<file path="config.mk">
export PLATFORM = sky130hd
export DESIGN_NAME = rhb_front
export DESIGN_NICKNAME = d
export VERILOG_FILES = /design/src/rtl/rhb_pkg.sv /design/src/rtl/rhb_front.sv
export SDC_FILE = /design/constraint.sdc
export NUM_CORES = 2
export LEC_CHECK = 0
export ABC_CLOCK_PERIOD_IN_PS = 21600
export BUFFER_PORTS_ARGS = -buffer_cell sky130_fd_sc_hd__buf_2
export CORE_AREA = 2 2 233 189
export CTS_CLUSTER_SIZE = 24
export DETAILED_ROUTE_END_ITERATION = 16
export DIE_AREA = 0 0 235 191
export GPL_TIMING_DRIVEN = 0
export PLACE_DENSITY = 0.83
export SYNTH_ARGS = -nofsm -noshare
export SYNTH_HDL_FRONTEND = slang
export SYNTH_SLANG_ARGS = --single-unit
</file>
<file path="constraint.sdc">
create_clock -name clk -period 21.6 [get_ports clk]
set_input_delay 3.24 -clock clk [delete_from_list [all_inputs] [get_ports clk]]
set_output_delay 3.24 -clock clk [all_outputs]
set_load 0.03 [all_outputs]
</file>
<file path="src/rtl/rhb_pkg.sv">
`default_nettype none

package rhb_pkg;

  localparam int MAX_BINS_DEF = 256;

  localparam int SAMPLE_W = 32;
  localparam int BIN_CNT_W = 9;
  localparam int RANGE_W = 31;
  localparam int DEN_W = RANGE_W + 1;
  localparam int COUNT_W = 32;
  localparam int INDEX_W = 8;
  localparam int NUM_W = DEN_W + BIN_CNT_W;

  localparam int CFG_IDX_W = 1;
  localparam int CFG_DATA_W = RANGE_W;

  localparam logic [CFG_IDX_W-1:0] CFG_BIN_COUNT = 1'd0;
  localparam logic [CFG_IDX_W-1:0] CFG_FULL_RANGE = 1'd1;

  localparam logic [BIN_CNT_W-1:0] BIN_COUNT_RST = 9'd256;
  localparam logic [RANGE_W-1:0] FULL_RANGE_RST = 31'd131072;

  // one classified word between front and back
  typedef struct packed {
    logic hit;
    logic [NUM_W-1:0] num;
  } rhb_work_t;

endpackage

`default_nettype wire

</file>
<file path="src/rtl/rhb_front.sv">
`default_nettype none

module rhb_front #(
  parameter int MAX_BINS = rhb_pkg::MAX_BINS_DEF
) (
  input  wire logic                                clk,
  input  wire logic                                rst_n,
  input  wire logic                                in_valid,
  output logic                                     in_ready,
  input  wire logic signed [rhb_pkg::SAMPLE_W-1:0] sample_value,
  input  wire logic [rhb_pkg::BIN_CNT_W-1:0]       bin_count,
  input  wire logic [rhb_pkg::RANGE_W-1:0]         full_range,
  input  wire logic                                hold,
  output logic                                     q_valid,
  input  wire logic                                q_ready,
  output rhb_pkg::rhb_work_t                       q_data
);

  import rhb_pkg::*;

  logic                       v1_r;
  logic                       v2_r;
  logic signed [SAMPLE_W+1:0] t_r;
  logic signed [NUM_W+2:0]    num_r;
  logic [NUM_W-1:0]           den_lim_r;
  logic [DEN_W-1:0]           den;
  logic [BIN_CNT_W-1:0]       lim;
  logic signed [NUM_W+2:0]    sum;
  logic                       accept;
  logic                       stall;
  logic                       neg_ok;
  logic                       pos_ok;

  assign den = {full_range, 1'b0};
  assign lim = ({23'd0, bin_count} > 32'(MAX_BINS)) ? BIN_CNT_W'(MAX_BINS) : bin_count;

  assign stall = v2_r && !q_ready;
  assign in_ready = !hold && (!v1_r || !stall);
  assign accept = in_valid && in_ready;

  always_ff @(posedge clk) begin
    if (!rst_n) begin
      v1_r <= 1'b0;
      v2_r <= 1'b0;
    end else begin
      v1_r <= accept || (v1_r && stall);
      if (!stall) begin
        v2_r <= v1_r;
      end
    end
  end

  always_ff @(posedge clk) begin
    if (accept) begin
      t_r <= $signed({sample_value[SAMPLE_W-1], sample_value, 1'b0})
           + $signed({3'b000, full_range});
    end
    if (!stall && v1_r) begin
      num_r <= t_r * $signed({1'b0, bin_count});
    end
    den_lim_r <= den * lim;
  end

  // truncation toward zero keeps slightly negative positions in bin 0
  assign sum = num_r + $signed({12'd0, den});
  assign neg_ok = num_r[NUM_W+2] && !sum[NUM_W+2] && (sum != '0) && (lim != '0);
  assign pos_ok = !num_r[NUM_W+2] && (num_r[NUM_W+1:0] < {2'b00, den_lim_r});

  assign q_valid = v2_r;
  assign q_data.hit = neg_ok || pos_ok;
  assign q_data.num = pos_ok ? num_r[NUM_W-1:0] : '0;

endmodule

`default_nettype wire

</file>
Word-level counts from Yosys, hierarchy flattened
Index checks and enable logic that the tools add are counted.
- output and inout port bits: 44
- logic and storage cells: 33
- input port bits: 77
- bits in registers: 120
- reduce and logical (&&, ||, !) cells: 20
- add/subtract/negate cells: 2
- multiply operators: 2
- mux-type cells: 2
- magnitude comparators: 2
- operators by type and width (kind ; number):
    $add A44 B33 Y44 ; 1
    $mul A34 B10 Y44 ; 1
    $reduce_bool A44 Y1 ; 1
    $lt A43 B41 Y1 ; 1
    $mux W41 ; 1
    $mul A31 B9 Y40 ; 1
    $add A33 B32 Y34 ; 1
    $gt A9 B9 Y1 const B ; 1
    $logic_and A1 B1 Y1 ; 9
    $mux W9 ; 1
    $reduce_bool A9 Y1 ; 1
    $logic_not A1 Y1 ; 6
    $logic_or A1 B1 Y1 ; 3

Depth between registers and ports, before layout
- depth after elaboration: 7
- gate-level depth with buffers: 24
- mapped depth without buffers: 22

Worst setup path after synthesis
No wires, ideal clock.
- kind: input to output
- start: input port full_range[1] (netlist bit)
- end: output port q_data[41] (netlist bit)
- data arrival time: 7642 ps
- setup slack: 10718 ps
- required time: 18360 ps
- stages: 21
- buffers on the path: 1
- cells stage by stage: clkbuf_1 > inv_1 > fa_1 > and2b_1 > o31a_1 > o21ai_1 > nand3_1 > and3_1 > o21ai_0 > nor3_1 > ha_1 > or4b_1 > a221o_1 > a2111oi_1 > nand3_1 > a311oi_1 > nand3_1 > nor4_1 > nand4_1 > nor4_1 > a21oi_1
- RTL lines (what ; RTL line ; source):
    start: declaration ; rhb_front.sv:12 ; input wire logic [rhb_pkg::RANGE_W-1:0] full_range,
    end: declaration ; rhb_front.sv:16 ; output rhb_pkg::rhb_work_t q_data

==> metrics.txt <==
CP Launch Type input pin; Layout fillers roughly 3400; Final period util 0.597; largest cells by area after synthesis fa_1, ha_1, and2_1; layout cell share with drive strength beyond 1 0.0596; Gate Count Post-Synth 3103; final setup TNS 0 ns; pin count of the biggest net entering global routing 36; met1 Track Usage GR 0.502; met3 usage 0.0931; post-CTS sizing 0; input/output buffers 117; Final setup viols 0; vias in the first global route 23700; RSZ-0062 raised after global routing false; Initial Util 0.642; met2 GRT Util 0.581; cts bufs inserted 17; hold path endpoint q_valid; Clock Path Buffers 2; Starting DRT DRC Count about 1800; HP Class flop to flop; Design Area, Final 29300 um^2; grt total ovfl 0; Synth Flop Type edfxtp_1; Leak roughly 15 nW; hold depth 1; maximum vdd drop 0.206 mV; Die H 191 um; Slew Limit Fails 0; CP arrival 9.65 ns; hpwl dp roughly 66000 um; Post-CTS Hold Buffers 0; CTS tree built; worst hold start v1_r; Syn Std Cell Area approximately 27000 um^2; Routed Antenna Nets 0; Synth Warn # 0; post-synthesis sequential area ratio 0.116; Period minus WS final 12.89 ns; most common cell in the netlist inv_1; final wirelength 79500 um; final core utilization 0.687; nets approximately 4000; measured slew at the worst slew-check pin 1.39 ns; final worst slack slightly below 9 ns; Top Ports 121; Core Footprint 42600 um^2; area delta synth->final 6.95%; placed instance area ~29000 um^2; WL per Instance 20.8 um; Die X 235 um; synthesis-stage register bit count 120; most frequent cells after synthesis inv_1, fa_1, and2_1, nand2_1, ha_1; Post-synth EDFFs 78; # DRC 0; CP required 18.36 ns; initial antenna violation count 8; crit end category primary output; clock slew at reported path FFs 0.06 ns; Pwr Density 136 nW/um^2; DR vias/cell 5.96; syn_nets 3888; synthesized area per cell about 8.8 um^2; Netlist cell types 87; status complete, no violations; clk_skew 0.0107 ns; post-route insts no fill 3816; first-pass GRT wire length 128000 um; Reg2Reg Setup Slack 14.82 ns; routability cong. 0.985; PnR Total Power between 3 and 4 mW; RR Endpoint num_r[40]; Clock Sink Count 120; Root Buffer clkbuf_16; Hold Violations, Final 0; Critical R2R Launch t_r[3]; final hold slack 0.554 ns; placed insts approximately 3800; die area 44900 um^2; pre-CTS WS about 8.9 ns; CP Max Fanout 10; Worst Reg2Reg Path Length in Cells 20; busiest grt layer met2; Synth area leader fa_1; critical path class input pin to primary output; Cell Rows 68; share of the synthesized area in the top cell type 0.332; ys async rst share 0; clk_lat worst skew 0.44 ns; count of maximum capacitance violations 0; DR pass1 iterations 6; H-tree levels 4; relative slew slack 0.0582; vias 22700; fmax 0.0776 GHz; post-CTS setup buffer count 0; GRT Total Usage 0.372
cell families (layout without fill, tap and decap cells):
logic type	Yosys count	after routing	share of synthesized area
and+or+nand+nor	1004	1004	0.189
adders and majority gates	708	708	0.448
buffers and inverters	700	850	0.0969
AOI/OAI and AO/OA	456	456	0.113
DFF	120	120	0.116
xor gates and xnor gates	108	108	0.0346
muxes	7	7	0.00265
other	0	3	0
registers in the layout, summed over array words and instances (netlist names):
register,cells
num_r,44
den_lim_r,40
t_r,34
q_valid,1
v1_r,1
worst max-delay path, stage by stage:
cell and delay, ns:
buf_2 0.14, clkbuf_1 0.42, inv_1 0.13, fa_1 0.46, and2b_1 0.29, o31a_1 0.29, o21ai_1 0.16, nand3_1 0.19
and3_1 0.34, o21ai_0 0.24, nor3_1 0.29, ha_1 0.41, or4b_1 0.58, a221o_1 0.31, a2111oi_1 0.27, nand3_1 0.13
a311oi_1 0.28, nand3_1 0.18, nor4_1 0.39, nand4_1 0.23, nor4_1 0.35, a21oi_1 0.13, buf_2 0.20
routing by layer:
metal  up-vias  routed length [um]
li1      10100                   -
met1     11200               32200
met2      1177               35100
met3       212                8690
met4         8                3480
met5         -                  69
area by class of cell:
| type | instances | area, um^2 | share of cell area |
|---|---|---|---|
| flip-flops and latches | 120 | 3180 | 0.109 |
| plain buffers | 101 | 403 | 0.0138 |
| multi-input cells | 2283 | 21500 | 0.736 |
| clock buffers | 19 | 475 | 0.0162 |
| inverters | 599 | 2250 | 0.0768 |
| diodes | 3 | 7.51 | 0.000257 |
| well taps | 560 | 701 | 0.0239 |
| repair buffers | 118 | 606 | 0.0207 |
| clock inverters | 13 | 103 | 0.00351 |
worst max path at each step:
stage	startpoint	end	slack, ns	cells past startpoint
detailed placement	full_range[1]	q_data[41]	8.90	23
global route	full_range[1]	q_data[41]	8.24	23
CTS	full_range[1]	q_data[41]	8.82	23
global placement	full_range[1]	q_data[41]	8.93	23
floorplan	full_range[1]	q_data[41]	10.72	21
finish	full_range[1]	q_data[41]	8.71	23
power by group:
part	leakage [nW]	internal (mW)	total [mW]	switching, mW
combinational	13.4	1.29	3.16	1.87
clock	0.291	0.163	0.285	0.123
sequential	1.08	0.441	0.545	0.105
cell usage in the layout (no fill, tap or decap), types with 7 or more instances in the layout:
| cell type | n |
|---|---|
| nor3_1 | 37 |
| a21oi_1 | 125 |
| nor4_1 | 11 |
| dfxtp_1 | 42 |
| clkbuf_16 | 19 |
| buf_1 | 15 |
| and3_1 | 14 |
| nand2b_1 | 19 |
| a2111oi_0 | 8 |
| nor2b_1 | 28 |
| ha_1 | 254 |
| a21o_1 | 55 |
| o31ai_1 | 9 |
| nand4_1 | 17 |
| o21ai_1 | 9 |
| o31a_1 | 7 |
| buf_2 | 129 |
| nand2_1 | 341 |
| a31oi_1 | 15 |
| edfxtp_1 | 78 |
| xnor2_1 | 82 |
| xor2_1 | 26 |
| a211oi_1 | 18 |
| a221oi_1 | 7 |
| o21ai_0 | 76 |
| and2_1 | 388 |
| nor2_1 | 86 |
| clkbuf_1 | 72 |
| o21a_1 | 29 |
| o21bai_1 | 18 |
| fa_1 | 454 |
| inv_1 | 599 |
| nand3_1 | 34 |
| o211ai_1 | 9 |
(Power assumes the default switching activity.)
