==> src/rtl/rhb_pkg.sv <==
`default_nettype none

package rhb_pkg;

  localparam int MAX_BINS_DEF = 256;

  localparam int SAMPLE_W = 32;
  localparam int BIN_CNT_W = 9;
  localparam int RANGE_W = 31;
  localparam int DEN_W = RANGE_W + 1;
  localparam int COUNT_W = 32;
  localparam int INDEX_W = 8;
  localparam int NUM_W = DEN_W + BIN_CNT_W;

  localparam int CFG_IDX_W = 1;
  localparam int CFG_DATA_W = RANGE_W;

  localparam logic [CFG_IDX_W-1:0] CFG_BIN_COUNT = 1'd0;
  localparam logic [CFG_IDX_W-1:0] CFG_FULL_RANGE = 1'd1;

  localparam logic [BIN_CNT_W-1:0] BIN_COUNT_RST = 9'd256;
  localparam logic [RANGE_W-1:0] FULL_RANGE_RST = 31'd131072;

  // one classified word between front and back
  typedef struct packed {
    logic hit;
    logic [NUM_W-1:0] num;
  } rhb_work_t;

endpackage

`default_nettype wire

==> src/rtl/rhb_fifo.sv <==
`default_nettype none

module rhb_fifo (
  input  wire logic               clk,
  input  wire logic               rst_n,
  input  wire logic               in_valid,
  output logic                    in_ready,
  input  wire rhb_pkg::rhb_work_t in_data,
  output logic                    out_valid,
  input  wire logic               out_ready,
  output rhb_pkg::rhb_work_t      out_data
);

  import rhb_pkg::*;

  rhb_work_t   ent_r [2];
  logic        wr_ptr_r;
  logic        rd_ptr_r;
  logic [1:0]  cnt_r;
  logic        push;
  logic        pop;

  assign in_ready = (cnt_r != 2'd2);
  assign out_valid = (cnt_r != 2'd0);
  assign out_data = ent_r[rd_ptr_r];
  assign push = in_valid && in_ready;
  assign pop = out_valid && out_ready;

  always_ff @(posedge clk) begin
    if (!rst_n) begin
      wr_ptr_r <= 1'b0;
      rd_ptr_r <= 1'b0;
      cnt_r <= 2'd0;
    end else begin
      if (push) begin
        wr_ptr_r <= !wr_ptr_r;
      end
      if (pop) begin
        rd_ptr_r <= !rd_ptr_r;
      end
      cnt_r <= cnt_r + 2'(push) - 2'(pop);
    end
  end

  always_ff @(posedge clk) begin
    if (push) begin
      ent_r[wr_ptr_r] <= in_data;
    end
  end

endmodule

`default_nettype wire

==> config.mk <==
export PLATFORM = sky130hd
export DESIGN_NAME = rhb_fifo
export DESIGN_NICKNAME = d
export VERILOG_FILES = /design/src/rtl/rhb_pkg.sv /design/src/rtl/rhb_fifo.sv
export SDC_FILE = /design/constraint.sdc
export NUM_CORES = 1
export LEC_CHECK = 0
export ABC_AREA = 1
export BUFFER_PORTS_ARGS = -buffer_cell sky130_fd_sc_hd__buf_2
export CELL_PAD_IN_SITES_DETAIL_PLACEMENT = 0
export CELL_PAD_IN_SITES_GLOBAL_PLACEMENT = 1
export CORE_MARGIN = 5
export CORE_UTILIZATION = 40
export DETAILED_ROUTE_END_ITERATION = 6
export PLACE_DENSITY_LB_ADDON = 0.25
export SETUP_SLACK_MARGIN = 0.5
export SLEW_MARGIN = 20
export SYNTH_ARGS = -nofsm -noshare
export SYNTH_HDL_FRONTEND = slang
export SYNTH_SLANG_ARGS = --single-unit
==> constraint.sdc <==
create_clock -name clk -period 5.4 [get_ports clk]
set_input_delay 0.81 -clock clk [delete_from_list [all_inputs] [get_ports clk]]
set_output_delay 0.81 -clock clk [all_outputs]
set_load 0.02 [all_outputs]
* Yosys cells after proc, flatten, opt, wreduce, memory -nomap -nowiden
Memories as Yosys holds them, arrays and structs flattened. A register that Yosys moved wholly into a read port is not among the register bits.
Index checks and enable logic that the tools add are counted.
** Cells by class
- $add $sub $neg :: 2
- $mul :: 0
- Divide/modulo/power cells :: 0
- $lt $le $gt $ge :: 0
- Eq/ne operators :: 1
- Shift-type cells :: 0
- Multiplexer cells :: 4
- Bitwise logic cells :: 0
- Reductions and logical operators :: 5
** Operators by type and width (number)
- 1-bit 2-to-1 mux :: 4
- 2-bit by 1-bit adder with 2-bit output :: 1
- 1-bit logical AND :: 2
- 1-bit zero test :: 2
- 2-bit inequality test, second input constant :: 1
- 2-bit nonzero test :: 1
- 2-bit by 1-bit subtractor with 2-bit output :: 1
** Word-level totals
- Register bits :: 4
- Latch bits :: 0
- Memory bits (writable) :: 84
- ROM bits :: 0
- Bits of input ports :: 46
- Output and inout port bits :: 44
- Logic and storage cells :: 16
- Memories :: 1
** Memory list
- ent_r :: words 2, width 42, read ports 1, clocked after Yosys merged registers in 1, wr ports 1, line rhb_fifo.sv:16 : rhb_work_t ent_r [2];

* Depth between registers and ports, before layout
Gate-level depths: netlist of the first run.
- Depth in word-level cells :: 4
- Mapped depth :: 11
- Mapped depth without buffers :: 11

* Worst setup path after synthesis of the first run
No wires, ideal clock.
- Path type :: input port to flip-flop
- Start :: input port in_valid
- End :: memory ent_r[1][0] (netlist bit), enable pin
- Library setup time :: 443 ps
- Data arrival time :: 2758 ps
- Data required time :: 4957 ps
- Slack :: 2199 ps
- Stages :: 2
- Path buffers :: 0
- Path through :: nand2_1 -> nor2_1
** Between the ends
- Longest elaborated chain between the ends :: 3
** Ends and longest elaborated chain
- from (decl) :: line rhb_fifo.sv:6 : input wire logic in_valid,
- 1-bit logical AND :: line rhb_fifo.sv:26 : assign push = in_valid && in_ready;
- 1-bit 2-to-1 mux :: line rhb_fifo.sv:46 : if (push) begin
- 1-bit 2-to-1 mux (not written as such) :: line rhb_fifo.sv:47 : ent_r[wr_ptr_r] <= in_data;
- to (decl) :: line rhb_fifo.sv:16
Every way passes these cells.

==> results.txt, run 1 <==
status -> complete, no violations
proportion of layout cells with a drive suffix above 1 -> 0.560
number of global-route vias before repair -> 1,814
number of design rule violations left after detail routing -> 0
average size of a mapped cell -> 20.8 µm²
per-cell via count in the routed design -> 4.58
root buffer cell -> clkbuf_8
share of async-settable or async-resettable flops after synthesis -> 0
antenna violation net count after detailed routing -> 0
total wirelength of the detailed-routed design -> 5900 µm
number of buffers created by CTS -> 9
detail-routed net length per standard cell -> 15.6 µm
RSZ-0062 raised after global routing -> no
Fmax -> 0.339 GHz
Maximum Capacitance Violations -> 0
peak supply drop -> 0.222 mV
first-iteration detailed-routing DRC count -> 55
data arrival time of the critical path -> 2.14 ns
top-level port count -> 90
syn_nets -> 214
biggest area consumer among synthesized cells -> edfxtp_1
global routing usage summed across all routing layers -> 0.117
routability-driven placement congestion ratio -> 0.685
TritonCTS clock tree -> done
Total Negative Setup Slacks -> 0 ns
clock transition at the register clock pins on the worst setup and hold paths after CTS -> 0.08 ns
Top FF cell, synth -> edfxtp_1
# Post-CTS Setup Buffers -> 0
worst setup path category -> reg -> out
Synth Instances -> 167
sequential element share of the synthesized area -> 0.755
top cell type's share of synthesized area -> 0.726
number of synthesized flops with an enable pin -> 84
post-synthesis instance area -> 3470 µm²
maximum number of pins on one net before global-route repair -> 25
CP Data Required Time -> 4.59 ns
DR vias -> 1,727
Chip Height -> 103 µm
std cell rows -> 34
total iterations of the first detailed-routing run -> 4
aggregate global routing overflow -> 0
power density of the placed cells -> 470 nW/µm²
path type of the worst min-delay path -> reg -> reg
number of register bits inferred by synthesis -> 89
post-synthesis cell type count -> 14
top post-synthesis cells by area -> edfxtp_1, mux2_4, dfxtp_1
number of max-slew violations in the final report -> 0
Max Root-Sink Buffers -> 2
clk sinks -> 89
total die area -> 10,600 µm²
number of failing setup endpoints in the final timing report -> 0
leakage component of the power -> 1.67 nW
count of port buffers added during placement -> 89
type of destination of the critical path -> primary output
maximum clock skew at final layout -> 0.0107 ns
final-stage net count -> 312
Final Cycle Share -> 0.546
overall die width -> 103 µm
Rel. slew slack -> 0.526
Design Power -> 0.00198 W
count of synthesis-stage warnings from yosys -> 0
initial standard-cell utilization of the core -> 0.404
hold-fix buffer count after cts -> 0
Worst Setup Start Kind -> flip-flop
standard cell core area -> 8590 µm²
clock network latency to the later pin of the worst-skew pair -> 0.34 ns
transition time at the pin with the least slew margin -> 0.711 ns
Synth top cells by count -> edfxtp_1, mux2_4, nand2_1
wire length of the first global-routing pass -> 9050 µm
number of hold violations in the final report -> 0
minimum clock period -> 2.95 ns
CTS H-tree lvls -> 3
dominant cell by count in the synthesized netlist -> edfxtp_1
post-CTS sizing -> 0
Synth-to-Final Area Change -> 21.0%
HPWL after detailed placement -> 4180 µm
maximum fanout encountered on the critical timing path -> 22
antenna violations before repair -> 1
==> cell families (layout without fill, tap and decap cells) <==
kind of cell,Yosys count,in the layout,share of synthesized area
flops,89,89,0.755
mux,42,42,0.179
xor+xnor,1,1,0.00252
buf+inv,12,113,0.0339
fa+ha+maj,1,1,0.00360
other cells,0,1,0
simple gates,21,21,0.0238
compound gates,1,1,0.00144
==> flip-flops by register name, indices dropped and copies added (netlist names), named ones only <==
name,flops
wr_ptr_r,1
rd_ptr_r,1
cnt_r,2
ent_r,84
==> stage by stage <==
step / util / setup slack (ns) / cell area, µm² / std cells / hold slack (ns)
2_1_floorplan: - / 2.20 / 3470 / 167 / 0.467
3_3_place_gp: 0.465 / 2.79 / 4000 / 362 / 0.481
3_5_place_dp: 0.465 / 2.77 / 4000 / 362 / 0.503
4_1_cts: 0.489 / 2.39 / 4200 / 376 / 0.525
5_1_grt: 0.489 / 2.31 / 4200 / 377 / 0.587
6_report: 0.489 / 2.45 / 4200 / 377 / 0.521
==> power breakdown <==
part           internal, W  switching (W)  total [W]  leakage (nW)
Combinational     0.000261       0.000320   0.000582         0.747
Sequential        0.000876      0.0000554   0.000932         0.827
Clock             0.000256       0.000206   0.000462        0.0955
Total              0.00139       0.000581    0.00198          1.67
==> routing by layer <==
metal / share of wire / wire [µm] / GRT usage / vias up
met4: 0.015 / 91 / 0.0528 / 0
met2: 0.51 / 3020 / 0.192 / 51
met5: 0 / 0 / 0 / -
met3: 0.074 / 434 / 0.0447 / 8
met1: 0.40 / 2350 / 0.135 / 845
li1: - / - / - / 823
==> placed cells by master, fill, tap and decap left out, types with 2 or more instances in the layout <==
cell / netlist / final
nor2_1: 8 / 6
buf_2: 0 / 89
inv_1: 7 / 7
mux2_2: 2 / 2
buf_4: 0 / 3
mux2_4: 40 / 40
clkbuf_1: 0 / 2
clkbuf_8: 0 / 9
nand2_1: 11 / 11
dfxtp_1: 5 / 4
nor2_4: 0 / 2
bufinv_16: 0 / 2
edfxtp_1: 84 / 84
==> final timing paths <==
path | from | end | slack, ns | cells past startpoint
worst max-delay path | flip-flop | out_data[12] | 2.45 | 3
worst min-delay path | rd_ptr_r | rd_ptr_r | 0.52 | 2
worst max register to register | cnt_r[0] | ent_r[1][13] | 3.43 | 5
worst min register to register | rd_ptr_r | rd_ptr_r | 0.52 | 2
==> area by class of cell <==
cell class / instances / area [µm²]
Inverter: 7 / 26.3
Tap cell: 108 / 135
Clock buffer: 11 / 131
Antenna cell: 1 / 2.50
Sequential cell: 89 / 2620
Fill cell: 770 / 4390
Multi-Input combinational cell: 66 / 747
Clock inverter: 3 / 67.6
Timing Repair Buffer: 92 / 468
==> critical path, cell delays in order, from the launching register on <==
cell and delay, ns:
dfxtp_2 0.79, buf_4 0.49, mux2_4 0.34, buf_2 0.16
No activity file was read; power rests on OpenSTA's default activity.
==> inputs of run 2 (changes only) <==
Clock period 5.4 ns to 3.05 ns, I/O delays scaled along.
==> run 2 against run 1 <==
  * Cell area barely moved
  * Sequential share of layout area about the same
  * Routed wire length about the same
  * Die area unchanged
  * Critical path type unchanged
  * Via count down 0.17%
  * Sequential cell count is the same
  * Highest routed layer unchanged
  * Clock-buffer cell count is 1 lower
==> results.txt, run 2 (synthesized netlist as in run 1, its figures left out) <==
maximum clock skew at final layout -> 0.0104 ns
CTS H-tree lvls -> 3
largest registers -> ent_r (84), cnt_r (2)
worst setup path category -> reg -> out
count of port buffers added during placement -> 89
standard cell core area -> 8590 µm²
number of failing setup endpoints in the final timing report -> 0
total cell area at the placement stage -> 4030 µm²
Slowest Stage Delay on Critical Path -> 0.49 ns
antenna violations before repair -> 0
Min-Delay Path Depth -> 1
Design Power -> 0.00340 W
transition time at the pin with the least slew margin -> 0.568 ns
DR vias -> 1,724
Seq pwr share -> 0.475
leakage component of the power -> 1.66 nW
std cell rows -> 34
routability-driven placement congestion ratio -> 0.664
number of global-route vias before repair -> 1,814
total wirelength of the detailed-routed design -> 5900 µm
HPWL after detailed placement -> 4160 µm
overall die width -> 103 µm
logic gate share of total power -> 0.318
Final Cycle Share -> 0.731
per-cell via count in the routed design -> 4.54
crit-path leading delay family -> buffers and inverters
Synth-to-Final Area Change -> 20.9%
path depth of the worst reg2reg path -> 5
root buffer cell -> clkbuf_8
Inserted Diodes -> 0
minimum clock period -> 2.23 ns
peak supply drop -> 0.491 mV
global routing usage summed across all routing layers -> 0.118
post-route standard cell area excluding fillers -> 4200 µm²
number of max-slew violations in the final report -> 0
Total Negative Setup Slacks -> 0 ns
status -> complete, no violations
most frequent cells in the layout -> buf_2, edfxtp_1, mux2_4
type of destination of the critical path -> primary output
internal power component -> 0.00232 W
fraction of power spent switching nets -> 0.316
number of design rule violations left after detail routing -> 0
path type of the worst min-delay path -> in -> reg
post-CTS sizing -> 0
top-level port count -> 90
# Post-CTS Setup Buffers -> 0
Rel. slew slack -> 0.620
Most flops, register -> ent_r
Fmax -> 0.448 GHz
wire length of the first global-routing pass -> 9110 µm
CP Data Required Time -> 2.59 ns
maximum fanout encountered on the critical timing path -> 21
RSZ-0062 raised after global routing -> no
number of cells on the critical path -> 3
proportion of layout cells with a drive suffix above 1 -> 0.566
Setup WS pre-CTS -> 1.15 ns
initial standard-cell utilization of the core -> 0.404
clock share of power -> 0.206
first-iteration detailed-routing DRC count -> 50
maximum number of pins on one net before global-route repair -> 27
TritonCTS clock tree -> done
critical path, cell by cell -> buf_4, mux2_4, buf_2
net switching power -> 0.00107 W
Worst Setup Start Kind -> flip-flop
hold-fix buffer count after cts -> 0
post-layout worst setup margin -> 0.819 ns
clock transition at the register clock pins on the worst setup and hold paths after CTS -> 0.09 ns
buffers and inverters on the worst path -> 2
total iterations of the first detailed-routing run -> 3
detail-routed net length per standard cell -> 15.5 µm
clock network latency to the later pin of the worst-skew pair -> 0.35 ns
power density of the placed cells -> 809 nW/µm²
total die area -> 10,600 µm²
number of buffers created by CTS -> 9
Max Root-Sink Buffers -> 2
final-stage net count -> 314
aggregate global routing overflow -> 0
most common cell after layout, fill and taps aside -> buf_2
clk sinks -> 89
data arrival time of the critical path -> 1.77 ns
max reg flops -> 84
Chip Height -> 103 µm
antenna violation net count after detailed routing -> 0
number of hold violations in the final report -> 0
Max stage delay cell, worst path -> dfxtp_2
Maximum Capacitance Violations -> 0
run 2: per-layer routing:
metal  routed length (µm)  up-vias  global-route usage  share of wire
met1                 2310      843               0.138           0.39
met3                  383        9              0.0359          0.065
met5                    0        -                   0              0
met4                   70        0              0.0598          0.012
li1                     -      825                   -              -
met2                 3130       47               0.196           0.53
run 2: path summary, 6_finish.rpt:
check | slack, ns | to | from
worst max-delay path | 0.82 | out_data[12] | flip-flop
worst min-delay path | 0.29 | ent_r[0][20] | in_data[20]
worst max register to register | 1.26 | ent_r[0][38] | cnt_r[0]
worst min register to register | 0.51 | rd_ptr_r | rd_ptr_r
run 2: final cells by class:
class                   count  area [µm²]
clock buffers              10         128
fillers                   757        4390
multi-input cells          66         747
well taps                 108         135
inverters                   7        26.3
repair buffers             94         495
clock inverters             6        43.8
flip-flops and latches     89        2620
run 2: power groups by stage:
stage	Combinational, W	Sequential [W]	Clock (W)
after global placement	0.00110	0.00164	0
after detailed placement	0.00111	0.00165	0
after CTS	0.00111	0.00162	0.000730
after floorplan	0.000862	0.00162	0
after global routing	0.00116	0.00164	0.000787
final	0.00108	0.00162	0.000701
run 2: worst register-to-register path: cells and delay by family (launching register included):
| kind | cells | cell delay [ns] |
|---|---|---|
| and+or+nand+nor | 3 | 0.79 |
| DFF | 1 | 0.36 |
| buffers and inverters | 2 | 0.33 |
run 2: per-stage QoR:
stage | std cells | utilization | hold WS (ns)
after floorplan | 167 | - | 0.467
after CTS | 380 | 0.489 | 0.270
after global routing | 380 | 0.489 | 0.263
after detailed placement | 364 | 0.469 | 0.499
final | 380 | 0.489 | 0.293
after global placement | 364 | 0.469 | 0.481
